===== config.mk =====
export PLATFORM = sky130hd
export DESIGN_NAME = bwlru_cell
export DESIGN_NICKNAME = d
export VERILOG_FILES = /design/src/rtl/bwlru_pkg.sv /design/src/rtl/bwlru_cell.sv
export SDC_FILE = /design/constraint.sdc
export NUM_CORES = 1
export LEC_CHECK = 0
export BUFFER_PORTS_ARGS = -buffer_cell sky130_fd_sc_hd__buf_2
export CORE_UTILIZATION = 30
export CTS_CLUSTER_SIZE = 24
export DETAILED_ROUTE_END_ITERATION = 16
export GPL_TIMING_DRIVEN = 1
export PLACE_DENSITY = 0.64
export SLEW_MARGIN = 0
export SYNTH_ARGS = -nofsm -noshare
export SYNTH_HDL_FRONTEND = slang
export SYNTH_SLANG_ARGS = --single-unit

===== constraint.sdc =====
create_clock -name clk -period 6.05 [get_ports clk]
set_input_delay 0.3025 -clock clk [delete_from_list [all_inputs] [get_ports clk]]
set_output_delay 0.3025 -clock clk [all_outputs]
set_load 0.01 [all_outputs]

===== src/rtl/bwlru_pkg.sv =====
// Shared types, constants and helpers for the byte-weighted LRU cache.
package bwlru_pkg;

	localparam int ENTRIES_DEF = 64;
	localparam int KEY_W       = 28;
	localparam int SIZE_W      = 32;
	localparam int CAP_W       = 41;
	localparam int TOT_W       = 48;
	localparam int CNT7_W      = 7;
	localparam logic [CAP_W-1:0] CAP_RESET = CAP_W'(64'd536870912);

	typedef enum logic [2:0] {
		ST_IDLE,
		ST_LOOK,
		ST_EVICT,
		ST_INSERT,
		ST_DONE
	} state_t;

	typedef enum logic [1:0] {
		OP_NONE,
		OP_HIT,
		OP_EVICT,
		OP_INSERT
	} op_t;

	typedef struct packed {
		op_t               op;
		logic [KEY_W-1:0]  key;
		logic [SIZE_W-1:0] size;
	} cmd_t;

	function automatic logic [TOT_W-1:0] sat_add(input logic [TOT_W-1:0] a,
	                                             input logic [SIZE_W-1:0] b);
		logic [TOT_W:0] s;
		s = {1'b0, a} + (TOT_W+1)'(b);
		return s[TOT_W] ? {TOT_W{1'b1}} : s[TOT_W-1:0];
	endfunction

endpackage


===== src/rtl/bwlru_cell.sv =====
// One cache cell: key, size, valid and recency rank of a single slot.
module bwlru_cell
	import bwlru_pkg::*;
#(
	parameter int RW = 6
) (
	input  logic              clk,
	input  logic              arst_n,
	input  cmd_t              cmd,
	input  logic [RW-1:0]     hit_rank,
	input  logic [RW-1:0]     victim_rank,
	input  logic              free_seen_in,
	output logic              free_seen_out,
	output logic              match,
	output logic [RW-1:0]     rank_masked,
	output logic [SIZE_W-1:0] size_masked
);

	logic              valid_q;
	logic [RW-1:0]     rank_q;
	logic [KEY_W-1:0]  key_q;
	logic [SIZE_W-1:0] size_q;
	logic              slot;
	logic              victim;

	assign match         = valid_q && (key_q == cmd.key);
	assign victim        = valid_q && (rank_q == victim_rank);
	assign rank_masked   = match ? rank_q : '0;
	assign size_masked   = victim ? size_q : '0;
	assign slot          = !valid_q && !free_seen_in;
	assign free_seen_out = free_seen_in || !valid_q;

	always_ff @(posedge clk or negedge arst_n) begin
		if (!arst_n) begin
			valid_q <= 1'b0;
			rank_q  <= '0;
		end else begin
			case (cmd.op)
				OP_HIT: begin
					if (match)
						rank_q <= '0;
					else if (valid_q && rank_q < hit_rank)
						rank_q <= rank_q + RW'(1);
				end
				OP_EVICT: begin
					if (victim)
						valid_q <= 1'b0;
				end
				OP_INSERT: begin
					if (valid_q)
						rank_q <= rank_q + RW'(1);
					else if (slot) begin
						valid_q <= 1'b1;
						rank_q  <= '0;
					end
				end
				default: ;
			endcase
		end
	end

	// key and size are payload, loaded only into the chosen free slot
	always_ff @(posedge clk) begin
		if (cmd.op == OP_INSERT && slot) begin
			key_q  <= cmd.key;
			size_q <= cmd.size;
		end
	end

endmodule


# Yosys cells after proc, flatten, opt, wreduce, memory -nomap -nowiden
# Cells that the tools add are included.
# op_classes
add_sub_neg	1
mul	0
n_div	0
order_cmp	1
n_eq_ne	8
n_shift	0
n_mux	11
n_bitwise	0
reduce_logical	12
# ops
operator	n
$mux W32	1
$mux W6	5
$eq A28 B28 Y1	1
$pmux W6 S2	1
$add A6 B1 Y6 const B	1
$eq A6 B6 Y1	1
$lt A6 B6 Y1	1
$ne A3 B3 Y1 const B	2
$logic_and A1 B1 Y1	5
$eq A2 B2 Y1 const B	2
$reduce_bool A2 Y1	2
$mux W1	3
$reduce_and A3 Y1	1
$eq A2 B1 Y1 const B	1
$logic_not A1 Y1	2
$ne A2 B2 Y1 const B	1
$pmux W1 S2	1
$reduce_and A2 Y1	1
$logic_or A1 B1 Y1	1
# word_totals
ff_bits	67
latch_bits	0
ramBits	0
mem_bits_ro	0
in_bits	77
output_inout_bits	40
wordCells	37
n_memories	0

# Longest topological paths before layout
# depth
ltp_word	5
depth_mapped	8
ltp_nobuf	8

# Worst setup path before layout
# No wires, ideal clock.
# synth_timing
path_type	register to register
from	reg valid_q
to	reg key_q[0], enable pin
setup_time_ns	0.478
t_arrival_ns	3.355
required_time_ns	5.572
setup_slack_ns	2.217
path_stages_with_launch	4
n_path_buf	0
period_less_slack_ns	3.833
path_cell_list	dfrtp_1 -> nor2b_1 -> nand2_1 -> nor2_1
# synth_between
elab_chain_len	3
# synth_lines
element	line	rtl
start: declaration	bwlru_cell.sv:19	logic valid_q;
start signal: assignment	bwlru_cell.sv:35	valid_q <= 1'b0;
start signal: assignment	bwlru_cell.sv:47	valid_q <= 1'b0;
start signal: assignment	bwlru_cell.sv:53	valid_q <= 1'b1;
$logic_not A1 Y1	bwlru_cell.sv:30	assign slot = !valid_q && !free_seen_in;
$logic_and A1 B1 Y1	bwlru_cell.sv:30	
$logic_and A1 B1 Y1	bwlru_cell.sv:64	if (cmd.op == OP_INSERT && slot) begin
end signal: assignment	bwlru_cell.sv:65	key_q <= cmd.key;
end: declaration	bwlru_cell.sv:21	logic [KEY_W-1:0] key_q;
# Every way passes these cells.
# A chain may end at the register's enable or synchronous reset.

# Final worst setup path
# layout_timing
from	reg rank_q[2]
to	out size_masked[1]
# layout_between
elab_chain_len	3
# layout_lines
element	line	rtl
start: declaration	bwlru_cell.sv:20	logic [RW-1:0] rank_q;
start signal: assignment	bwlru_cell.sv:43	rank_q <= rank_q + RW'(1);
start signal: assignment	bwlru_cell.sv:51	rank_q <= rank_q + RW'(1);
$eq A6 B6 Y1	bwlru_cell.sv:27	assign victim = valid_q && (rank_q == victim_rank);
$logic_and A1 B1 Y1	bwlru_cell.sv:27	
$mux W32	bwlru_cell.sv:29	assign size_masked = victim ? size_q : '0;
end: declaration	bwlru_cell.sv:16	output logic [SIZE_W-1:0] size_masked
# Every way passes these cells.

==> out/summary.txt <==
TritonCTS clock tree: yes
H-tree depth: 3
Post-Route WL: 6250 um
global-route wire length before repair: 9190 um
Synth Area in Adders: 0.0246
hold path start: cmd[2]
initial drt markers: 67
Layout area overhead: 31.4%
post-CTS sizing: 0
Yosys reg bits: 67
Final setup viols: 0
post-synthesis sequential area ratio: 0.649
mux contribution to synthesized area: 0
Setup Buffers After CTS: 0
synthesized area: 3050 um2
Syn Nets: 298
commonest non-fill, non-tap cell in the layout: buf_2
PD cells: 264 nW/um2
reg2reg start: valid_q$_DFFE_PN0P_
Setup Total Neg Slack: 0 ps
gpl congestion: 0.797
die area: 10600 um2
Die Y: 103 um
core area: 9820 um2
commonest cells after routing, fill and taps aside: buf_2, edfxtp_1, and2_1
slew margin rel.: 0.200
fin crit share: 0.466
pins over their slew limit: 0
# DRC: 0
CTS root buffer: clkbuf_8
WP data required: 5750 ps
total CTS buffers: 9
syn_area_per_cell: 14.2 um2
CTS Hold Buffers Added: 1
Critical Path Sink Type: output pin
post-placement worst setup slack: 3540 ps
DIE WIDTH: 103 um
total track usage: 0.119
DP HPWL: 4600 um
worst reg2reg path depth: 4
routed vias/inst: 4.34
CP arrival: 2510 ps
critical path class: reg2out
layout cells sized above 1: 0.420
Total Nets Final: 423
CP max FO: 33
Warnings, synthesis: 0
total gr overflow: 0
post-route ant nets: 0
LEAKAGE: 1.68 nW
combinational family with the most area after synthesis: simple AND/OR/NAND/NOR gates
Peak VDD IR: 0.114 mV
Synth Area in Compound Gates: 0.0509
Layout Utilization: 0.408
simple-gate area share of the yosys netlist: 0.162
clock sink total: 67
CTS Buffer Depth: 2
cell count after synthesis: 215
Yosys cell types: 34
worst hold-check path type: in2reg
startpoint types: flop
Reg clk slew, reported paths: 80 ps
min setup slack post-route: 3230 ps
Port Buf Inserts: 116
status: finished, final reports clean
initial cell density of the core: 0.310
number of global-route vias before repair: 1928
worst hold path cell count: 1
Tmin final: 2820 ps
flop2flop setup slack: 3610 ps
initial antenna violation count: 0
Hold EP: size_q[2]$_DFFE_PP_
total number of vias: 2076
antenna cell count: 0
worst skew pair latency: 340 ps
Fmax: 0.355 GHz
IO Count: 117
xor/xnor share of the synthesized area: 0.0977
Max Cap Viol: 0
row count: 36
worst-margin pin slew: 1190 ps
WL/cell: 13.1 um
unrepaired setup endpoints after global routing: false
Total Power: 1.06 mW
DRT Pass-1 Iters: 4
reg2reg end: key_q[16]$_DFFE_PP_
worst clock skew: 5.12 ps
Final Hold Fails: 0
largest net degree at the start of global routing: 44
## routing by layer
metal / part of all wire / vias up / global-route usage
met2: 0.47 / 82 / 0.186
met1: 0.44 / 951 / 0.150
met5: 0 / - / 0
met4: 0.014 / 0 / 0.0488
li1: - / 1033 / -
met3: 0.072 / 10 / 0.0441
## stage by stage
| stage | hold slack [ps] | instance area, um2 | cells |
|---|---|---|---|
| floorplan | 6.91 | 3050 | 215 |
| global placement | 145 | 3800 | 461 |
| detailed placement | 145 | 3800 | 461 |
| CTS | 113 | 4000 | 478 |
| global route | 101 | 4000 | 478 |
| finish | 135 | 4000 | 478 |
## power breakdown
part           switching, mW  internal [mW]
combinational         0.0689         0.0679
sequential            0.0305          0.531
clock                  0.170          0.188
total                  0.269          0.787
## worst max-delay path by stage
stage / startpoint / end / slack (ps) / cells after the start
finish: rank_q[2]$_DFFE_PN0P_ / size_masked[1] / 3230 / 5
global placement: rank_q[3]$_DFFE_PN0P_ / size_masked[16] / 3560 / 5
detailed placement: rank_q[3]$_DFFE_PN0P_ / size_masked[1] / 3540 / 5
CTS: rank_q[3]$_DFFE_PN0P_ / size_masked[1] / 3160 / 5
floorplan: valid_q$_DFFE_PN0P_ / key_q[0]$_DFFE_PP_ / 2220 / 3
global route: rank_q[3]$_DFFE_PN0P_ / size_masked[1] / 2930 / 5
## cells by family after synthesis
group / Yosys count
AO/OA/AOI/OAI: 22
flip-flops: 67
AND/OR/NAND/NOR: 73
adder cells (fa/ha/maj): 6
buffers and inverters: 13
XOR/XNOR: 34
## final cells by class
class                      instances  area [um2]
multi-input combinational        135        1040
clock inverter                     7        66.3
timing repair buffer             118         598
tap                              133         166
sequential                        67        1980
inverter                           9        33.8
clock buffer                       9         124
fill                            1003        5820
## worst max-delay path, cell delays in order (launching register included)
cell and delay (ps):
dfrtp_1 480, xnor2_1 200, nand4_1 170, nor4_4 920
and2_1 270, buf_2 140
## state kept, by name, indices dropped and copies added, names as in the netlist
register / count
key_q: 28
valid_q: 1
size_q: 32
rank_q: 6
## Yosys cell counts, drive strengths merged
cell     number  area share
a211o         2      0.0057
a211oi        5       0.014
a21oi         3      0.0049
a31oi         2      0.0041
and2         33       0.068
and3          7       0.017
clkbuf        4      0.0049
dfrtp         7       0.057
edfxtp       60        0.59
ha            6       0.025
inv           9       0.011
nand2         8      0.0099
nand2b        1      0.0021
nand3         3      0.0066
nand4         9       0.018
nand4b        1      0.0029
nand4bb       1      0.0090
nor2          5      0.0062
nor2b         2      0.0041
nor4          3       0.018
o211a         1      0.0033
o211ai        1      0.0025
o21ai         3      0.0049
o22ai         3      0.0062
o2bb2ai       1      0.0029
o31ai         1      0.0025
xnor2        31       0.089
xor2          3      0.0086
Note: power is estimated with default switching activity, not from simulation.
